--- config.mk ---
export PLATFORM = sky130hd
export DESIGN_NAME = i2c_lcd_backpack_byte_writer
export DESIGN_NICKNAME = d
export VERILOG_FILES = /design/src/lcdbp_pkg.sv /design/src/lcdbp_phase_dec.sv /design/src/lcdbp_seq.sv /design/src/i2c_lcd_backpack_byte_writer.sv
export SDC_FILE = /design/constraint.sdc
export NUM_CORES = 1
export LEC_CHECK = 0
export BUFFER_PORTS_ARGS = -buffer_cell sky130_fd_sc_hd__buf_2
export CAP_MARGIN = 10
export CORE_MARGIN = 5
export CORE_UTILIZATION = 52
export CTS_CLUSTER_DIAMETER = 150
export DETAILED_ROUTE_END_ITERATION = 7
export HOLD_SLACK_MARGIN = 0.15
export PLACE_DENSITY = 0.72
export SLEW_MARGIN = 5
export SYNTH_ARGS = -nofsm -noshare
export SYNTH_HDL_FRONTEND = slang
export SYNTH_HIERARCHICAL = 1
export SYNTH_SLANG_ARGS = --single-unit
--- constraint.sdc ---
create_clock -name i_clk -period 2.5 [get_ports i_clk]
set_input_delay 0.25 -clock i_clk [delete_from_list [all_inputs] [get_ports i_clk]]
set_output_delay 0.25 -clock i_clk [all_outputs]
set_load 0.02 [all_outputs]
--- src/lcdbp_pkg.sv ---
// Shared types and constants for the LCD backpack byte writer.
package lcdbp_pkg;

    // Item command codes
    localparam logic C_CMD_TICK = 1'b0;
    localparam logic C_CMD_SEND = 1'b1;

    // Expander byte bits and reset address
    localparam logic [7:0] C_BACKLIGHT  = 8'h08;
    localparam logic [7:0] C_ENABLE     = 8'h04;
    localparam logic [6:0] C_ADDR_RESET = 7'h27;

    // Phase landmarks within one transaction
    localparam logic [6:0] C_PH_START_SDA = 7'd0;
    localparam logic [6:0] C_PH_START_SCL = 7'd1;
    localparam logic [6:0] C_PH_BYTES_LO  = 7'd2;
    localparam logic [6:0] C_PH_STOP_SDA  = 7'd110;
    localparam logic [6:0] C_PH_STOP_SCL  = 7'd111;
    localparam logic [6:0] C_PH_LAST      = 7'd112;

    // Position within a byte: slot 0..7 are data bits, slot 8 is acknowledge
    localparam logic [3:0] C_SLOT_ACK  = 4'd8;
    localparam logic [1:0] C_SUB_DATA  = 2'd0;
    localparam logic [1:0] C_SUB_RISE  = 2'd1;
    localparam logic [1:0] C_SUB_FALL  = 2'd2;

    // Byte order within a transaction
    localparam logic [1:0] C_BYTE_ADDR   = 2'd0;
    localparam logic [1:0] C_BYTE_ENABLE = 2'd2;
    localparam logic [1:0] C_BYTE_LAST   = 2'd3;

    // Line change for one phase
    typedef struct packed {
        logic set_scl;
        logic scl;
        logic set_sda;
        logic sda;
    } t_line_act;

    // Result of one item
    typedef struct packed {
        logic scl;
        logic sda;
        logic busy;
        logic rejected;
    } t_step_res;

endpackage

--- src/lcdbp_phase_dec.sv ---
// Phase decoder: which bus line changes in the current phase.
module lcdbp_phase_dec (
    input  logic [6:0]           i_phase,
    input  logic [1:0]           i_which,
    input  logic [3:0]           i_slot,
    input  logic [1:0]           i_sub,
    input  logic                 i_txn,
    input  logic [7:0]           i_byte,
    input  logic                 i_select,
    input  logic [6:0]           i_addr,
    output lcdbp_pkg::t_line_act o_act
);

    logic [3:0] w_nib;
    logic [7:0] w_pcf;
    logic [7:0] w_wire;
    logic       w_in_bytes;

    // Build the byte on the wire
    always_comb begin
        w_nib = i_txn ? i_byte[3:0] : i_byte[7:4];
        w_pcf = {w_nib, 3'b000, i_select} | lcdbp_pkg::C_BACKLIGHT;
        if (i_which == lcdbp_pkg::C_BYTE_ADDR) begin
            w_wire = {i_addr, 1'b0};
        end else if (i_which == lcdbp_pkg::C_BYTE_ENABLE) begin
            w_wire = w_pcf | lcdbp_pkg::C_ENABLE;
        end else begin
            w_wire = w_pcf;
        end
    end

    assign w_in_bytes = (i_phase >= lcdbp_pkg::C_PH_BYTES_LO) &&
                        (i_phase <  lcdbp_pkg::C_PH_STOP_SDA);

    // Decode the line change
    always_comb begin
        o_act = '0;
        if (i_phase == lcdbp_pkg::C_PH_START_SDA) begin
            o_act.set_sda = 1'b1;
            o_act.sda     = 1'b0;
        end else if (i_phase == lcdbp_pkg::C_PH_START_SCL) begin
            o_act.set_scl = 1'b1;
            o_act.scl     = 1'b0;
        end else if (w_in_bytes) begin
            case (i_sub)
                lcdbp_pkg::C_SUB_DATA: begin
                    o_act.set_sda = 1'b1;
                    if (i_slot == lcdbp_pkg::C_SLOT_ACK) begin
                        o_act.sda = 1'b1;
                    end else begin
                        o_act.sda = w_wire[3'd7 - i_slot[2:0]];
                    end
                end
                lcdbp_pkg::C_SUB_RISE: begin
                    o_act.set_scl = 1'b1;
                    o_act.scl     = 1'b1;
                end
                default: begin
                    o_act.set_scl = 1'b1;
                    o_act.scl     = 1'b0;
                end
            endcase
        end else if (i_phase == lcdbp_pkg::C_PH_STOP_SDA) begin
            o_act.set_sda = 1'b1;
            o_act.sda     = 1'b0;
        end else if (i_phase == lcdbp_pkg::C_PH_STOP_SCL) begin
            o_act.set_scl = 1'b1;
            o_act.scl     = 1'b1;
        end else if (i_phase == lcdbp_pkg::C_PH_LAST) begin
            o_act.set_sda = 1'b1;
            o_act.sda     = 1'b1;
        end
    end

endmodule

--- src/lcdbp_seq.sv ---
// Bus sequencer: transaction state and the step for one item.
module lcdbp_seq (
    input  logic                 i_clk,
    input  logic                 i_rst_n,
    input  logic                 i_step,
    input  logic                 i_command,
    input  logic [7:0]           i_lcd_byte,
    input  logic                 i_register_select,
    input  logic                 i_high_nibble_only,
    input  logic [6:0]           i_addr,
    output lcdbp_pkg::t_step_res o_res
);

    logic [6:0] r_phase, n_phase;
    logic [1:0] r_which, n_which;
    logic [3:0] r_slot,  n_slot;
    logic [1:0] r_sub,   n_sub;
    logic       r_txn,   n_txn;
    logic [7:0] r_byte,  n_byte;
    logic       r_sel,   n_sel;
    logic       r_single, n_single;
    logic       r_active, n_active;
    logic       r_scl,   n_scl;
    logic       r_sda,   n_sda;
    logic       w_rejected;
    logic       w_in_bytes;

    lcdbp_pkg::t_line_act w_act;

    lcdbp_phase_dec u_dec (
        .i_phase  (r_phase),
        .i_which  (r_which),
        .i_slot   (r_slot),
        .i_sub    (r_sub),
        .i_txn    (r_txn),
        .i_byte   (r_byte),
        .i_select (r_sel),
        .i_addr   (i_addr),
        .o_act    (w_act)
    );

    assign w_in_bytes = (r_phase >= lcdbp_pkg::C_PH_BYTES_LO) &&
                        (r_phase <  lcdbp_pkg::C_PH_STOP_SDA);

    // Next state for one item
    always_comb begin
        n_phase    = r_phase;
        n_which    = r_which;
        n_slot     = r_slot;
        n_sub      = r_sub;
        n_txn      = r_txn;
        n_byte     = r_byte;
        n_sel      = r_sel;
        n_single   = r_single;
        n_active   = r_active;
        n_scl      = r_scl;
        n_sda      = r_sda;
        w_rejected = 1'b0;
        if (i_command == lcdbp_pkg::C_CMD_SEND) begin
            if (r_active) begin
                w_rejected = 1'b1;
            end else begin
                n_byte   = i_lcd_byte;
                n_sel    = i_register_select;
                n_single = i_high_nibble_only;
                n_phase  = '0;
                n_which  = '0;
                n_slot   = '0;
                n_sub    = '0;
                n_txn    = 1'b0;
                n_active = 1'b1;
            end
        end else if (r_active) begin
            // Apply the line change
            if (w_act.set_scl) begin
                n_scl = w_act.scl;
            end
            if (w_act.set_sda) begin
                n_sda = w_act.sda;
            end
            // Advance the position counters
            if (w_in_bytes) begin
                if (r_sub == lcdbp_pkg::C_SUB_FALL) begin
                    n_sub = '0;
                    if (r_slot == lcdbp_pkg::C_SLOT_ACK) begin
                        n_slot  = '0;
                        n_which = (r_which == lcdbp_pkg::C_BYTE_LAST) ? 2'd0 : r_which + 2'd1;
                    end else begin
                        n_slot = r_slot + 4'd1;
                    end
                end else begin
                    n_sub = r_sub + 2'd1;
                end
            end
            // End of transaction
            if (r_phase >= lcdbp_pkg::C_PH_LAST) begin
                n_phase = '0;
                n_which = '0;
                n_slot  = '0;
                n_sub   = '0;
                if (!r_txn && !r_single) begin
                    n_txn = 1'b1;
                end else begin
                    n_txn    = 1'b0;
                    n_active = 1'b0;
                end
            end else begin
                n_phase = r_phase + 7'd1;
            end
        end
    end

    // Hold state between items
    always_ff @(posedge i_clk) begin
        if (!i_rst_n) begin
            r_phase  <= '0;
            r_which  <= '0;
            r_slot   <= '0;
            r_sub    <= '0;
            r_txn    <= 1'b0;
            r_byte   <= '0;
            r_sel    <= 1'b0;
            r_single <= 1'b0;
            r_active <= 1'b0;
            r_scl    <= 1'b1;
            r_sda    <= 1'b1;
        end else if (i_step) begin
            r_phase  <= n_phase;
            r_which  <= n_which;
            r_slot   <= n_slot;
            r_sub    <= n_sub;
            r_txn    <= n_txn;
            r_byte   <= n_byte;
            r_sel    <= n_sel;
            r_single <= n_single;
            r_active <= n_active;
            r_scl    <= n_scl;
            r_sda    <= n_sda;
        end
    end

    assign o_res.scl      = n_scl;
    assign o_res.sda      = n_sda;
    assign o_res.busy     = n_active;
    assign o_res.rejected = w_rejected;

endmodule

--- src/i2c_lcd_backpack_byte_writer.sv ---
// Top level of the I2C LCD backpack byte writer.
//
// Input channel (i_valid / o_stall) carries one item: a tick that moves the
// bit-banged I2C sequence by one line change, or a send command with an LCD
// byte, its register-select bit and a high-nibble-only flag. Each nibble is
// sent as one 113-tick transaction to the port expander.
// Output channel (o_valid / i_stall) returns one result per item: the SCL and
// SDA levels after it, the busy flag and a flag for a dropped send.
// An item is registered on acceptance and its result is registered in the
// result stage. One item per cycle is sustained unless the receiver stalls;
// the state update for an item is a single pass through the phase decoder.
// The device address register is written with i_cfg_wr_en; the user must
// write it only while idle; the block does not enforce it. Reset clears both
// stages, leaves both lines released (high), the block idle and the address
// at 0x27. When the receiver stalls, the result holds and the input stage
// fills; o_stall rises once the input stage holds an item that cannot move.
module i2c_lcd_backpack_byte_writer (
    input  logic       i_clk,
    input  logic       i_rst_n,
    input  logic       i_valid,
    output logic       o_stall,
    input  logic       i_command,
    input  logic [7:0] i_lcd_byte,
    input  logic       i_register_select,
    input  logic       i_high_nibble_only,
    output logic       o_valid,
    input  logic       i_stall,
    output logic       o_scl_level,
    output logic       o_sda_level,
    output logic       o_busy_res,
    output logic       o_rejected,
    input  logic       i_cfg_wr_en,
    input  logic [6:0] i_cfg_wr_data
);

    logic       r_addr;
    logic [6:0] r_dev_addr;
    logic       r_in_valid;
    logic       r_in_cmd;
    logic [7:0] r_in_byte;
    logic       r_in_sel;
    logic       r_in_single;
    logic       r_out_valid;
    logic       w_out_free;
    logic       w_step;

    lcdbp_pkg::t_step_res w_res;
    lcdbp_pkg::t_step_res r_res;

    assign w_out_free = !r_out_valid || !i_stall;
    assign w_step     = r_in_valid && w_out_free;
    assign o_stall    = r_in_valid && !w_out_free;

    // Hold the device address
    always_ff @(posedge i_clk) begin
        if (!i_rst_n) begin
            r_dev_addr <= lcdbp_pkg::C_ADDR_RESET;
            r_addr     <= 1'b0;
        end else if (i_cfg_wr_en) begin
            r_dev_addr <= i_cfg_wr_data;
            r_addr     <= 1'b1;
        end
    end

    // Input stage: take an item whenever the stage is free or moving on
    always_ff @(posedge i_clk) begin
        if (!i_rst_n) begin
            r_in_valid <= 1'b0;
        end else if (!o_stall) begin
            r_in_valid <= i_valid;
        end
    end

    always_ff @(posedge i_clk) begin
        if (i_valid && !o_stall) begin
            r_in_cmd    <= i_command;
            r_in_byte   <= i_lcd_byte;
            r_in_sel    <= i_register_select;
            r_in_single <= i_high_nibble_only;
        end
    end

    lcdbp_seq u_seq (
        .i_clk              (i_clk),
        .i_rst_n            (i_rst_n),
        .i_step             (w_step),
        .i_command          (r_in_cmd),
        .i_lcd_byte         (r_in_byte),
        .i_register_select  (r_in_sel),
        .i_high_nibble_only (r_in_single),
        .i_addr             (r_dev_addr),
        .o_res              (w_res)
    );

    // Result stage: load when free, hold while stalled
    always_ff @(posedge i_clk) begin
        if (!i_rst_n) begin
            r_out_valid <= 1'b0;
        end else if (w_out_free) begin
            r_out_valid <= r_in_valid;
        end
    end

    always_ff @(posedge i_clk) begin
        if (w_step) begin
            r_res <= w_res;
        end
    end

    assign o_valid     = r_out_valid;
    assign o_scl_level = r_res.scl;
    assign o_sda_level = r_res.sda;
    assign o_busy_res  = r_res.busy;
    assign o_rejected  = r_res.rejected;

    // A dropped send only happens while busy
    a_reject_busy: assert property (@(posedge i_clk) disable iff (!i_rst_n)
        o_valid && o_rejected |-> o_busy_res)
        else $error("rejected result without busy");

    // Idle results show both lines released
    a_idle_released: assert property (@(posedge i_clk) disable iff (!i_rst_n)
        o_valid && !o_busy_res |-> o_scl_level && o_sda_level)
        else $error("idle with a line driven low");

    // A stepped item always lands in the result stage
    a_step_lands: assert property (@(posedge i_clk) disable iff (!i_rst_n)
        w_step |=> r_out_valid)
        else $error("stepped item lost");

    // The address register changes only on a write
    a_addr_write: assert property (@(posedge i_clk) disable iff (!i_rst_n)
        !$past(i_cfg_wr_en) && $past(r_addr) |-> $stable(r_dev_addr))
        else $error("device address changed without a write");

endmodule

==> metrics.txt <==
syn_area_per_cell=9.60 sq um; critical path data required time=2.70 ns; Placed Area=0.00278 sq mm; share of layout cells above drive strength 1=18.6%; Post-Syn Instances=269; 1st-iter DRT viols=109; Routed Antenna Nets=0; Sink Count=53; cts bufs inserted=5; largest net degree at the start of global routing=19; Synth top area share=29.5%; Switching Share=25.2%; synthesized flop and latch total=53; clock-pin slew on the worst setup and hold paths=0.10 ns; Post-synth EDFFs=15; GRT overflow=0; number of buffers added on ports=28; Core Area=0.00479 sq mm; Die W=80.5 um; FP Rows=25; final setup violation count=0; Post-Route WL=5280 um; FF-to-FF setup slack=0.12 ns; dominant cell type by area after synthesis=dfxtp_1; Main synth FF type=dfxtp_1; most frequent cells after synthesis=38 x dfxtp_1, 38 x nand2_1, 16 x a21oi_1; final count of pins violating max slew=0; ant diodes=0; H-tree Lvls=2; dpl hpwl=3640 um; routed wire length per instance=13.9 um; Worst Setup EP=u_seq/r_sda; Comb power frac=10.4%; Least-Margin Pin Slew=0.986 ns; sequential fraction of the synthesis area=46.9%; Seq pwr share=58.4%; FF-to-FF End=u_seq/r_sda; routed vias/inst=5.37; worst skew pair latency=0.31 ns; Clk network pwr share=31.3%; Net Count, Synth=300; Hold Fails Final Rpt=0; # nets final=342; Async SR Flop Fraction=0%; status=complete, no violations; P_int=1.20 mW; Critical Path Source Type=flip-flop; clk buf depth=2; vias in the first global route=1979; Critical Path Source=u_seq/r_phase[2]; crit path kind=flip-flop to flip-flop; area of the die=0.00647 sq mm; CTS tree=yes; Routability Congestion=0.838; PwrDens=530 mW/mm^2; reg2reg start=u_seq/r_phase[2]; Remaining DRCs=0; Root Driver=clkbuf_8; Die Span Y=80.5 um; Max FO, Critical Path=8; final worst-path cycle share=95.2%; reg2reg path depth=9; switching power total=403 uW; post-layout min period=2.38 ns; Initial DRT Pass Iterations=4; first-pass GRT wire length=9050 um; initial core utilization=53.9%; max-cap viol count=0; synth warn=6; Fmax=420 MHz; post-synthesis cell type count=58; Mapped Area=0.00258 sq mm; RSZ-0062 raised after global routing=false; initial antenna violation count=0; top cells by area, synth=dfxtp_1 29%, edfxtp_1 17%, nand2_1 5.5%, mux2i_1 5.0%, ha_1 3.9%; clk_skew=0.00470 ns; slew margin rel.=34.0%; Setup TNS=0 ns; crit path DAT=2.58 ns; post-CTS setup buffer count=0; leakage=1.16 nW; worst vdd ir=349 uV; number of I/O pins=29; crit path capture type=flip-flop; Vias=2037; post-layout instance area=0.00302 sq mm; hold crit path type=input pin to flip-flop; Layout area overhead=17.0%; GRT Total Usage=18.0%
[metrics by stage]
| stage | hold slack [ns] | setup slack, ns | utilization, % | cells | power (mW) |
|---|---|---|---|---|---|
| final | 0.155 | 0.119 | 63.1 | 379 | 1.60 |
| after CTS | 0.151 | 0.136 | 63.1 | 379 | 1.61 |
| after detailed placement | 0.429 | 0.155 | 58.0 | 356 | 1.10 |
| after global routing | 0.183 | 0.00766 | 63.1 | 379 | 1.68 |
| after floorplan | 0.312 | 0.130 | - | 269 | 1.05 |
| after global placement | 0.426 | 0.223 | 58.0 | 356 | 1.10 |
[cell usage in the layout (no fill, tap or decap), types with 8 or more instances in the layout]
cell           synthesis  routed
nand3_1                8       8
inv_1                  9       9
mux2i_1               13      13
nand2_1               38      38
a21oi_1               16      16
buf_2                  2      28
o21ai_0                8       8
dfxtp_1               38      38
buf_4                  5       8
edfxtp_1              15      15
ha_1                   8       8
nor2_1                15      15
dlygate4sd3_1          0      15
[worst min-delay path by stage]
| stage | start | to | cells after the start |
|---|---|---|---|
| after floorplan | i_rst_n | u_seq/r_scl | 1 |
| after global placement | i_lcd_byte[1] | r_in_byte[1] | 1 |
| after detailed placement | i_lcd_byte[6] | r_in_byte[6] | 1 |
| after CTS | i_cfg_wr_data[5] | r_dev_addr[5] | 3 |
| after global routing | i_cfg_wr_data[5] | r_dev_addr[5] | 3 |
| final | i_cfg_wr_data[5] | r_dev_addr[5] | 3 |
[registers in the layout, summed over array words and instances (netlist names), 2 cells and up]
signal	cells
r_dev_addr	7
u_seq/r_byte	8
u_seq/r_which	2
r_in_byte	8
u_seq/r_phase	7
u_seq/r_slot	4
u_seq/r_sub	2
[cells by family after synthesis]
group	after synthesis	synth area share, %
buffers and inverters	26	4.94
adder cells (fa/ha/maj)	8	3.88
AND/OR/NAND/NOR	105	22.0
AO/OA/AOI/OAI	55	13.8
flip-flops	53	46.9
XOR/XNOR	5	1.70
multiplexers	17	6.79
[area by class of cell]
cell class                 instances  area, sq um
multi-input combinational        190         1240
inverter                          10         37.5
clock inverter                     3         25.0
clock buffer                       5         68.8
sequential                        53         1210
tap                               67         83.8
fill                             416         1770
timing repair buffer              51          350
[metal layers]
metal / global-route usage (%) / part of all wire [%]
met1: 24.1 / 48
met2: 28.0 / 46
met3: 3.92 / 4.1
met4: 7.77 / 1.8
met5: 0 / 0
[worst max-delay path, stage by stage (launching register included)]
cell and delay [ns]:
dfxtp_1 0.39, or3_4 0.36, or4_4 0.43, o21ai_2 0.10, or2b_2 0.15, a21bo_1 0.19
nand3b_1 0.08, mux2_2 0.35, mux2i_1 0.14, nand2_1 0.07
[power by group through the flow]
stage / registers (mW) / logic (mW) / clock network (mW)
after global placement: 0.952 / 0.143 / 0
after detailed placement: 0.953 / 0.147 / 0
after CTS: 0.933 / 0.166 / 0.516
after global routing: 0.937 / 0.185 / 0.558
final: 0.933 / 0.166 / 0.500
after floorplan: 0.952 / 0.100 / 0
[timing repair]
item,in CTS,in global routing
hold buffers,15,0
resized for setup,0,0
endpoints found under the hold margin,15,0
No activity file was read; power rests on OpenSTA's default activity.
